$ cat config.mk
export PLATFORM = sky130hd
export DESIGN_NAME = neighbour_label_mode_finder
export DESIGN_NICKNAME = d
export VERILOG_FILES = /design/src/hdl/nlmf_pkg.sv /design/src/hdl/nlmf_ram.sv /design/src/hdl/nlmf_ctrl.sv /design/src/hdl/nlmf_datapath.sv /design/src/hdl/neighbour_label_mode_finder.sv
export VERILOG_INCLUDE_DIRS = /design/src /design/src/hdl
export SDC_FILE = /design/constraint.sdc
export NUM_CORES = 2
export LEC_CHECK = 0
export BUFFER_PORTS_ARGS = -buffer_cell sky130_fd_sc_hd__buf_2
export CAP_MARGIN = 20
export CORE_MARGIN = 2
export CORE_UTILIZATION = 50
export CTS_CLUSTER_SIZE = 30
export DETAILED_ROUTE_END_ITERATION = 7
export PLACE_DENSITY = 0.67
export SLEW_MARGIN = 20
export SYNTH_ARGS = -nofsm -noshare
export SYNTH_HDL_FRONTEND = slang
export SYNTH_HIERARCHICAL = 1
export SYNTH_SLANG_ARGS = --single-unit
$ cat constraint.sdc
create_clock -name clk -period 16.1 [get_ports clk]
set_clock_uncertainty 0.15 [all_clocks]
set_input_delay 2.415 -clock clk [delete_from_list [all_inputs] [get_ports clk]]
set_output_delay 2.415 -clock clk [all_outputs]
set_load 0.02 [all_outputs]
$ cat src/hdl/neighbour_label_mode_finder_macros.svh
// ----------------------------------------------------------------------------
// neighbour_label_mode_finder_macros.svh
// Assertion macros shared by the label mode finder modules.
// ----------------------------------------------------------------------------
`ifndef NEIGHBOUR_LABEL_MODE_FINDER_MACROS_SVH
`define NEIGHBOUR_LABEL_MODE_FINDER_MACROS_SVH

`ifndef SYNTH

`define NLMF_ASSERT(lbl, prop) \
  lbl: assert property (@(posedge clk) disable iff (!rst_n) prop) \
    else $error("label mode finder: check failed");

`define NLMF_ASSERT_ALWAYS(lbl, prop) \
  lbl: assert property (@(posedge clk) prop) \
    else $error("label mode finder: check failed");

`else

`define NLMF_ASSERT(lbl, prop)

`define NLMF_ASSERT_ALWAYS(lbl, prop)

`endif

`endif

$ cat src/hdl/nlmf_pkg.sv
// ----------------------------------------------------------------------------
// nlmf_pkg
// Types and constants of the neighbour label mode finder.
// ----------------------------------------------------------------------------
`timescale 1ns / 1ps

package nlmf_pkg;

  localparam int FIELD_BITS = 16;
  localparam int COUNT_BITS = 16;
  localparam logic [COUNT_BITS-1:0] COUNT_MAX = '1;

  typedef struct packed {
    logic [FIELD_BITS-1:0] neighbour_label;
    logic [FIELD_BITS-1:0] own_label;
    logic                  is_last;
    logic                  is_empty;
  } in_t;

  typedef struct packed {
    logic [FIELD_BITS-1:0] winning_label;
    logic [COUNT_BITS-1:0] winning_count;
    logic                  label_changed;
    logic                  table_overflow;
  } out_t;

  typedef struct packed {
    logic load;
    logic rd;
    logic inc_idx;
    logic clr_idx;
    logic add_new;
    logic bump;
    logic set_ovf;
    logic clr_best;
    logic take_best;
    logic emit;
  } ctrl_cmd_t;

  typedef struct packed {
    logic new_empty;
    logic item_last;
    logic at_used;
    logic full;
    logic match;
    logic greater;
  } ctrl_sts_t;

  typedef enum logic [5:0] {
    S_IDLE     = 6'b000001,
    S_SRCH_RD  = 6'b000010,
    S_SRCH_CMP = 6'b000100,
    S_MAX_RD   = 6'b001000,
    S_MAX_CMP  = 6'b010000,
    S_SPARE    = 6'b100000
  } state_t;

endpackage

$ cat src/hdl/nlmf_ram.sv
// ----------------------------------------------------------------------------
// nlmf_ram
// Generic single-write, single-read RAM with registered read data.
// ----------------------------------------------------------------------------
`timescale 1ns / 1ps

module nlmf_ram #(
  parameter int WIDTH = 16,
  parameter int DEPTH = 64
) (
  input  logic                     clk,
  input  logic                     we,
  input  logic [$clog2(DEPTH)-1:0] waddr,
  input  logic [WIDTH-1:0]         wdata,
  input  logic                     re,
  input  logic [$clog2(DEPTH)-1:0] raddr,
  output logic [WIDTH-1:0]         rdata
);

  logic [WIDTH-1:0] mem [DEPTH];
  logic [WIDTH-1:0] rdata_r;

  always_ff @(posedge clk) begin
    if (we) begin
      mem[waddr] <= wdata;
    end
    if (re) begin
      rdata_r <= mem[raddr];
    end
  end

  assign rdata = rdata_r;

endmodule

$ cat src/hdl/nlmf_ctrl.sv
// ----------------------------------------------------------------------------
// nlmf_ctrl
// Sequencer for the table search, insert and final count scan.
// ----------------------------------------------------------------------------
`timescale 1ns / 1ps
`include "neighbour_label_mode_finder_macros.svh"

module nlmf_ctrl (
  input  logic                  clk,
  input  logic                  rst_n,
  input  logic                  start,
  output logic                  busy,
  input  nlmf_pkg::ctrl_sts_t   sts_i,
  output nlmf_pkg::ctrl_cmd_t   cmd_o
);

  nlmf_pkg::state_t state_r, state_nxt;

  always_ff @(posedge clk) begin
    if (!rst_n) begin
      state_r <= nlmf_pkg::S_IDLE;
    end else begin
      state_r <= state_nxt;
    end
  end

  always_comb begin
    state_nxt = state_r;
    cmd_o     = '0;
    unique case (state_r)
      nlmf_pkg::S_IDLE: begin
        if (start) begin
          cmd_o.load = 1'b1;
          if (sts_i.new_empty) begin
            cmd_o.clr_best = 1'b1;
            state_nxt      = nlmf_pkg::S_MAX_RD;
          end else begin
            state_nxt = nlmf_pkg::S_SRCH_RD;
          end
        end
      end
      nlmf_pkg::S_SRCH_RD: begin
        if (sts_i.at_used) begin
          if (sts_i.full) begin
            cmd_o.set_ovf = 1'b1;
          end else begin
            cmd_o.add_new = 1'b1;
          end
          if (sts_i.item_last) begin
            cmd_o.clr_idx  = 1'b1;
            cmd_o.clr_best = 1'b1;
            state_nxt      = nlmf_pkg::S_MAX_RD;
          end else begin
            state_nxt = nlmf_pkg::S_IDLE;
          end
        end else begin
          cmd_o.rd  = 1'b1;
          state_nxt = nlmf_pkg::S_SRCH_CMP;
        end
      end
      nlmf_pkg::S_SRCH_CMP: begin
        if (sts_i.match) begin
          cmd_o.bump = 1'b1;
          if (sts_i.item_last) begin
            cmd_o.clr_idx  = 1'b1;
            cmd_o.clr_best = 1'b1;
            state_nxt      = nlmf_pkg::S_MAX_RD;
          end else begin
            state_nxt = nlmf_pkg::S_IDLE;
          end
        end else begin
          cmd_o.inc_idx = 1'b1;
          state_nxt     = nlmf_pkg::S_SRCH_RD;
        end
      end
      nlmf_pkg::S_MAX_RD: begin
        if (sts_i.at_used) begin
          cmd_o.emit = 1'b1;
          state_nxt  = nlmf_pkg::S_IDLE;
        end else begin
          cmd_o.rd  = 1'b1;
          state_nxt = nlmf_pkg::S_MAX_CMP;
        end
      end
      nlmf_pkg::S_MAX_CMP: begin
        cmd_o.take_best = sts_i.greater;
        cmd_o.inc_idx   = 1'b1;
        state_nxt       = nlmf_pkg::S_MAX_RD;
      end
      default: begin
        state_nxt = nlmf_pkg::S_IDLE;
      end
    endcase
  end

  assign busy = (state_r != nlmf_pkg::S_IDLE);

  `NLMF_ASSERT(a_cmp_after_rd, (state_r == nlmf_pkg::S_SRCH_CMP) |-> ($past(state_r) == nlmf_pkg::S_SRCH_RD))
  `NLMF_ASSERT(a_emit_idle, cmd_o.emit |=> !busy)
  `NLMF_ASSERT(a_state_onehot, $onehot(state_r))

endmodule

$ cat src/hdl/nlmf_datapath.sv
// ----------------------------------------------------------------------------
// nlmf_datapath
// Label table memories, search index, best-entry registers and result.
// ----------------------------------------------------------------------------
`timescale 1ns / 1ps
`include "neighbour_label_mode_finder_macros.svh"

module nlmf_datapath #(
  parameter int TABLE_ENTRIES = 64,
  parameter int LABEL_BITS    = 16
) (
  input  logic                  clk,
  input  logic                  rst_n,
  input  nlmf_pkg::in_t         in_item,
  input  nlmf_pkg::ctrl_cmd_t   cmd_i,
  output nlmf_pkg::ctrl_sts_t   sts_o,
  output logic                  out_valid,
  output nlmf_pkg::out_t        out_item
);

  localparam int AW     = $clog2(TABLE_ENTRIES);
  localparam int USED_W = $clog2(TABLE_ENTRIES + 1);
  localparam int CW     = nlmf_pkg::COUNT_BITS;

  nlmf_pkg::in_t       item_r, item_nxt;
  logic [USED_W-1:0]   idx_r, idx_nxt;
  logic [USED_W-1:0]   used_r, used_nxt;
  logic                ovf_r, ovf_nxt;
  logic [LABEL_BITS-1:0] best_label_r, best_label_nxt;
  logic [CW-1:0]       best_count_r, best_count_nxt;
  logic                out_valid_r, out_valid_nxt;
  nlmf_pkg::out_t      out_item_r, out_item_nxt;

  logic [LABEL_BITS-1:0] lab;
  logic [LABEL_BITS-1:0] own;
  logic [LABEL_BITS-1:0] rd_label;
  logic [CW-1:0]         rd_count;
  logic                  lab_we;
  logic                  cnt_we;
  logic [AW-1:0]         waddr;
  logic [CW-1:0]         cnt_wdata;

  assign lab = LABEL_BITS'(item_r.neighbour_label);
  assign own = LABEL_BITS'(item_r.own_label);

  assign lab_we    = cmd_i.add_new;
  assign cnt_we    = cmd_i.add_new | cmd_i.bump;
  assign waddr     = cmd_i.add_new ? used_r[AW-1:0] : idx_r[AW-1:0];
  assign cnt_wdata = cmd_i.add_new ? CW'(1) :
                     ((rd_count == nlmf_pkg::COUNT_MAX) ? rd_count : rd_count + CW'(1));

  nlmf_ram #(
    .WIDTH (LABEL_BITS),
    .DEPTH (TABLE_ENTRIES)
  ) u_label_ram (
    .clk   (clk),
    .we    (lab_we),
    .waddr (waddr),
    .wdata (lab),
    .re    (cmd_i.rd),
    .raddr (idx_r[AW-1:0]),
    .rdata (rd_label)
  );

  nlmf_ram #(
    .WIDTH (CW),
    .DEPTH (TABLE_ENTRIES)
  ) u_count_ram (
    .clk   (clk),
    .we    (cnt_we),
    .waddr (waddr),
    .wdata (cnt_wdata),
    .re    (cmd_i.rd),
    .raddr (idx_r[AW-1:0]),
    .rdata (rd_count)
  );

  always_comb begin
    sts_o.new_empty = in_item.is_empty;
    sts_o.item_last = item_r.is_last;
    sts_o.at_used   = (idx_r == used_r);
    sts_o.full      = (used_r == USED_W'(TABLE_ENTRIES));
    sts_o.match     = (rd_label == lab);
    sts_o.greater   = (rd_count > best_count_r);
  end

  always_comb begin
    item_nxt       = cmd_i.load ? in_item : item_r;
    idx_nxt        = idx_r;
    used_nxt       = used_r;
    ovf_nxt        = ovf_r;
    best_label_nxt = best_label_r;
    best_count_nxt = best_count_r;
    out_valid_nxt  = 1'b0;
    out_item_nxt   = out_item_r;

    if (cmd_i.load || cmd_i.clr_idx) begin
      idx_nxt = '0;
    end else if (cmd_i.inc_idx) begin
      idx_nxt = idx_r + USED_W'(1);
    end
    if (cmd_i.add_new) begin
      used_nxt = used_r + USED_W'(1);
    end
    if (cmd_i.set_ovf) begin
      ovf_nxt = 1'b1;
    end
    if (cmd_i.clr_best) begin
      best_label_nxt = '0;
      best_count_nxt = '0;
    end else if (cmd_i.take_best) begin
      best_label_nxt = rd_label;
      best_count_nxt = rd_count;
    end
    if (cmd_i.emit) begin
      out_valid_nxt                = 1'b1;
      out_item_nxt.winning_label   = nlmf_pkg::FIELD_BITS'(best_label_r);
      out_item_nxt.winning_count   = best_count_r;
      out_item_nxt.label_changed   = (best_label_r != own);
      out_item_nxt.table_overflow  = ovf_r;
      used_nxt                     = '0;
      ovf_nxt                      = 1'b0;
      idx_nxt                      = '0;
    end
  end

  always_ff @(posedge clk) begin
    if (!rst_n) begin
      idx_r       <= '0;
      used_r      <= '0;
      ovf_r       <= 1'b0;
      out_valid_r <= 1'b0;
    end else begin
      idx_r       <= idx_nxt;
      used_r      <= used_nxt;
      ovf_r       <= ovf_nxt;
      out_valid_r <= out_valid_nxt;
    end
  end

  always_ff @(posedge clk) begin
    item_r       <= item_nxt;
    best_label_r <= best_label_nxt;
    best_count_r <= best_count_nxt;
    out_item_r   <= out_item_nxt;
  end

  assign out_valid = out_valid_r;
  assign out_item  = out_item_r;

  `NLMF_ASSERT(a_used_range, used_r <= USED_W'(TABLE_ENTRIES))
  `NLMF_ASSERT(a_idx_range, idx_r <= used_r)
  `NLMF_ASSERT(a_emit_clears, cmd_i.emit |=> (used_r == '0 && !ovf_r && out_valid))
  `NLMF_ASSERT_ALWAYS(a_single_pulse, (rst_n && out_valid_r) |=> !out_valid_r)

endmodule

$ cat src/hdl/neighbour_label_mode_finder.sv
// ----------------------------------------------------------------------------
// neighbour_label_mode_finder
// Plurality vote over one node's neighbour labels.
// ----------------------------------------------------------------------------
// An item transfers at a rising edge with start high and busy low. Each
// neighbour item walks the label table, reading one entry in S_SRCH_RD and
// comparing it in S_SRCH_CMP: busy stays high until the label is found and
// its count bumped, or until every entry in use is passed and the label is
// added as a new entry (or, if the table is full, the overflow flag is set).
// An item that ends the node then scans the table for the largest count,
// which keeps busy high through every entry in use, the item's own included;
// an isolated node item gives only that scan. out_valid flags the result on
// out_item for exactly one cycle, the first cycle that busy is low again; the
// receiver must take it then, since nothing holds it back. There is no
// clearing pass after reset.
// ----------------------------------------------------------------------------
`timescale 1ns / 1ps

module neighbour_label_mode_finder #(
  parameter int TABLE_ENTRIES = 64,
  parameter int LABEL_BITS    = 16
) (
  input  logic           clk,
  input  logic           rst_n,
  input  logic           start,
  output logic           busy,
  input  nlmf_pkg::in_t  in_item,
  output logic           out_valid,
  output nlmf_pkg::out_t out_item
);

  nlmf_pkg::ctrl_cmd_t cmd;
  nlmf_pkg::ctrl_sts_t sts;

  nlmf_ctrl u_ctrl (
    .clk   (clk),
    .rst_n (rst_n),
    .start (start),
    .busy  (busy),
    .sts_i (sts),
    .cmd_o (cmd)
  );

  nlmf_datapath #(
    .TABLE_ENTRIES (TABLE_ENTRIES),
    .LABEL_BITS    (LABEL_BITS)
  ) u_datapath (
    .clk       (clk),
    .rst_n     (rst_n),
    .in_item   (in_item),
    .cmd_i     (cmd),
    .sts_o     (sts),
    .out_valid (out_valid),
    .out_item  (out_item)
  );

endmodule
# Yosys cells after proc, flatten, opt, wreduce, memory -nomap -nowiden
# Memories as Yosys holds them, arrays and structs flattened. A register that Yosys moved wholly into a read port is not among the register bits.
# Index checks and enable logic that the tools add are counted.
dict set report totals {
  register_bits 121
  latch_bits 0
  ramBits 2048
  romBits 0
  inputBits 37
  output_inout_bits 36
  wordCells 76
  n_memories 2
}
# memory depth word_bits rd rd_ports_with_merged_regs write_ports line
set mem_list {}
lappend mem_list {u_datapath.u_count_ram.mem 64 16 1 1 1 nlmf_ram.sv:20} ;# logic [WIDTH-1:0] mem [DEPTH];
lappend mem_list {u_datapath.u_label_ram.mem 64 16 1 1 1 nlmf_ram.sv:20}
dict set report classes {
  n_addsub 3
  n_mul 0
  div_mod_pow 0
  n_lt_le_gt_ge 1
  eq_ne 12
  n_shift 0
  n_mux 38
  bitwise 2
  reduce_logical 4
}
# cell count
set op_table {}
lappend op_table {{$mux 16} 2}
lappend op_table {{$pmux 6 s5} 1}
lappend op_table {{$mux 6} 4}
lappend op_table {{$mux 1} 23}
lappend op_table {{$add 16x1->16 const B} 1}
lappend op_table {{$eq 16x16->1} 1}
lappend op_table {{$eq 16x16->1 const B} 1}
lappend op_table {{$gt 16x16->1} 1}
lappend op_table {{$ne 16x16->1} 1}
lappend op_table {{$add 7x1->7 const B} 2}
lappend op_table {{$mux 4} 2}
lappend op_table {{$eq 7x7->1} 1}
lappend op_table {{$eq 7x7->1 const B} 1}
lappend op_table {{$eq 6x1->1 const B} 1}
lappend op_table {{$eq 6x2->1 const B} 1}
lappend op_table {{$eq 6x3->1 const B} 1}
lappend op_table {{$eq 6x4->1 const B} 1}
lappend op_table {{$eq 6x5->1 const B} 1}
lappend op_table {{$ne 6x1->1 const B} 1}
lappend op_table {{$mux 5} 1}
lappend op_table {{$mux 2} 2}
lappend op_table {{$pmux 1 s2} 2}
lappend op_table {{$reduce_or 2->1} 2}
lappend op_table {{$pmux 1 s3} 1}
lappend op_table {{other kinds (5)} 5}

# Longest topological paths before layout
dict set report depth {
  word_depth 7
  depth_mapped 11
}

# Modules after synthesis
# Netlist, hierarchy kept.
# mod instances cells_each area_each_um2
set by_module_without_submodules {}
lappend by_module_without_submodules {nlmf_ram 2 1829 40202.3}
lappend by_module_without_submodules {nlmf_datapath 1 438 5177.5}
lappend by_module_without_submodules {nlmf_ctrl 1 57 440.4}

# Worst setup path after synthesis
# Ideal clock, no wire load.
dict set report synth_path {
  path_kind {reg2reg}
  from {reg u_datapath.used_r[0]}
  to {mem u_datapath.u_count_ram.mem[0][14], data pin}
  setup_time_ns 0.721
  arrival_ns 4.613
  required_ns 15.229
  slack_ns 10.615
  stages_incl_launch_ff 9
  path_buffers 2
  cell_sequence {dfxtp_1 inv_1 ha_1 or4b_2 nor3b_1 nor2b_1 clkbuf_1 clkbuf_1 a211oi_1}
}
# element line
set synth_rtl {}
lappend synth_rtl {{start: declaration} nlmf_datapath.sv:27} ;# logic [USED_W-1:0] used_r, used_nxt;
lappend synth_rtl {{start signal: assignment} nlmf_datapath.sv:135} ;# used_r <= used_nxt;
lappend synth_rtl {{end: declaration} nlmf_ram.sv:20}

==> run metrics <==
status finished clean; # rows 152; first-pass GRT wire length 294 mm; # resized after CTS 0; hold depth 0; layout cells sized above 1 0.244; area leader, netlist edfxtp_1; crit path launch type register; Hold Path Class register to register; port bufs 72; die height 419 microns; post-route ant nets 0; Setup WS pre-CTS 10.45 ns; R2R cell count 9; cell family with most CP delay simple AND/OR/NAND/NOR gates; DR vias 42,200; final worst-path cycle share 0.345; hpwl dp 120 mm; final core utilization 0.559; number of synthesis warnings 6; crit-path cells xnor2_1, nand4_1, nor4_1, nor4b_4, nor2b_4, buf_4, mux2_2, or3_1, nor2_2; TritonCTS clock tree done; Mapped Cells 4,153; Post-synth top cells edfxtp_1, mux4_2, nor2_1; Crit. End Element register; core area 0.171 sq mm; Setup violations, final 0; CTS Buf Count 206; Final WS setup 10.54 ns; Max Cap Viol 0; Syn Area/Cell 20.7 sq um; Pleak 0.0290 uW; starting density of the core 0.502; RSZ-0062 raised after global routing false; dpl cells 6,498; worst-case clock buffer depth 3; total stage count of the critical path 9; Die Span X 419 microns; most numerous cell in the Yosys netlist edfxtp_1; Post-CTS Repair Setup Buffers 0; initial antenna violation count 1; actual slew at the worst max-slew pin 1.13 ns; crit path time final 5.56 ns; PD cells 117 mW/mm^2; Area contributors post-synth edfxtp_1, mux4_2, mux2i_1; worst skew pair latency 0.84 ns; total grt overflow 0; CP Data Arrival Time 5.84 ns; crit path kind register to register; Post-synth EDFFs 2,147; VDD IR max 0.114 mV; FFs w/ async S/R, synth 0; H-tree levels 4; Mapped Nets 4,210; hold bufs inserted after CTS 0; Max Fanout on Critical Path 46; synthesized area 0.0860 sq mm; Hold Violations, Final 0; top cell type's share of synthesized area 0.749; Starting DRT DRC Count 4,902; area of the die 0.175 sq mm; largest net degree at the start of global routing 106; final setup TNS 0 ns; number of buffer and inverter stages on the critical path 1; fin. max-slew vios 0; Clock Tree Root clkbuf_16; Distinct cells, synth 75; CP required 16.38 ns; sequential area share after synthesis 0.762; Routed WL 203 mm; main flop type after synthesis edfxtp_1; number of vias per cell 6.13; Total Routing Usage GR 0.232; vias in the first global route 41,800; First-pass DRT Iterations 5; Clock Sinks 2,200; Rel. slew slack 0.247; synth-to-layout area growth 11.4%; DRC 0; RePlAce Congestion 0.845; DR WL/cell 29.6 microns; hold_ws 0.323 ns; CP peak stage delay 0.90 ns; number of synthesized register bits 2,200; f_max 180 MHz; nets 4,453; slowest CP cell nor2_2; final std cells w/o fill 6,880; total I/O pin count 73; CTS clk-pin slew, worst paths 0.06 ns
[worst register-to-register path, delay by kind of cell, from the launching register on]
kind | cells | cell delay, ns
xor gates and xnor gates | 1 | 0.21
muxes | 1 | 0.58
buffers and inverters | 1 | 0.46
and+or+nand+nor | 6 | 2.90
DFF | 1 | 0.86
[routing by layer]
| metal | track usage | vias to the layer above | part of all wire |
|---|---|---|---|
| met2 | 0.379 | 1799 | 0.50 |
| met5 | 0 | - | 0.000084 |
| li1 | - | 17600 | - |
| met4 | 0.0869 | 2 | 0.037 |
| met3 | 0.0416 | 349 | 0.074 |
| met1 | 0.314 | 22400 | 0.39 |
[registers in the layout, indices dropped and copies added (netlist names)]
register                      flops
u_datapath/lab                   16
u_datapath/sts_o                  1
u_datapath/idx_r                  7
u_datapath/u_count_ram/rdata     16
u_datapath/best_count_r          16
u_datapath/best_label_r          16
u_datapath/u_label_ram/mem     1024
u_ctrl/state_r                    5
u_datapath/u_count_ram/mem     1024
u_datapath/u_label_ram/rdata     16
u_datapath/used_r                 7
u_datapath/own                   16
u_datapath/out_item              34
u_datapath/out_valid              1
u_datapath/ovf_r                  1
[path summary, 6_finish.rpt]
| check | start | to | slack, ns |
|---|---|---|---|
| worst min register to register | u_datapath/best_count_r[13] | u_datapath/out_item[15] | 0.32 |
| worst max register to register | u_datapath/idx_r[1] | u_datapath/u_label_ram/mem[4][14] | 10.54 |
| worst min-delay path | u_datapath/best_count_r[13] | u_datapath/out_item[15] | 0.32 |
| worst max-delay path | u_datapath/idx_r[1] | u_datapath/u_label_ram/mem[4][14] | 10.54 |
[layout by cell type, fill, tap and decap left out, types with 8 or more instances in the layout]
cell type  count
a211o_1       16
a211oi_1      19
a21oi_1       52
a221o_1       13
a221oi_1      32
a22o_1        12
a22oi_1       78
a311oi_1      16
a31oi_1       18
a41oi_1       10
and4_1        12
buf_2         72
buf_4        186
bufinv_16     11
clkbuf_1      39
clkbuf_16    210
clkinv_1      56
clkinv_2      41
dfxtp_1       48
edfxtp_1    2147
ha_1          20
inv_1         24
mux2_2        65
mux2i_1      205
mux4_1         8
mux4_2       440
nand2_1      135
nand3_1       57
nand4_1       39
nor2_1       193
nor2_2        14
nor2b_1       63
nor4_1         9
nor4_2         8
o21ai_0       18
or3_1          9
xnor2_1       24
xor2_1        27
[where the power goes]
part | internal [uW] | switching, uW
clock | 2580 | 2050
sequential | 6350 | 11.2
combinational | 34.1 | 198
total | 8970 | 2260
[kinds of logic (layout without fill, tap and decap cells)]
logic type / count (synthesis) / in the layout / synth area share
AND/OR/NAND/NOR: 599 / 599 / 0.0343
XOR/XNOR: 51 / 51 / 0.00519
multiplexers: 718 / 718 / 0.150
adder cells (fa/ha/maj): 20 / 20 / 0.00291
other: 0 / 3 / 0
buffers and inverters: 252 / 666 / 0.0193
flip-flops: 2200 / 2200 / 0.762
AO/OA/AOI/OAI: 313 / 313 / 0.0265
[stage by stage]
stage          power [uW]  area, sq um
6_report            11200        95900
5_1_grt             11500        95800
4_1_cts             11300        95800
3_5_place_dp         6720        89400
3_3_place_gp         6710        89400
2_1_floorplan        6590        86000
[layout make-up]
cell class / instances / area, sq um
Clock buffer: 254 / 5470
Timing Repair Buffer: 263 / 1860
Sequential cell: 2200 / 65600
Clock inverter: 125 / 953
Fill cell: 12700 / 75500
Tap cell: 2310 / 2890
Antenna cell: 3 / 7.51
Inverter: 24 / 90.1
Multi-Input combinational cell: 1701 / 19000
Power figures use the tool's default switching activity.
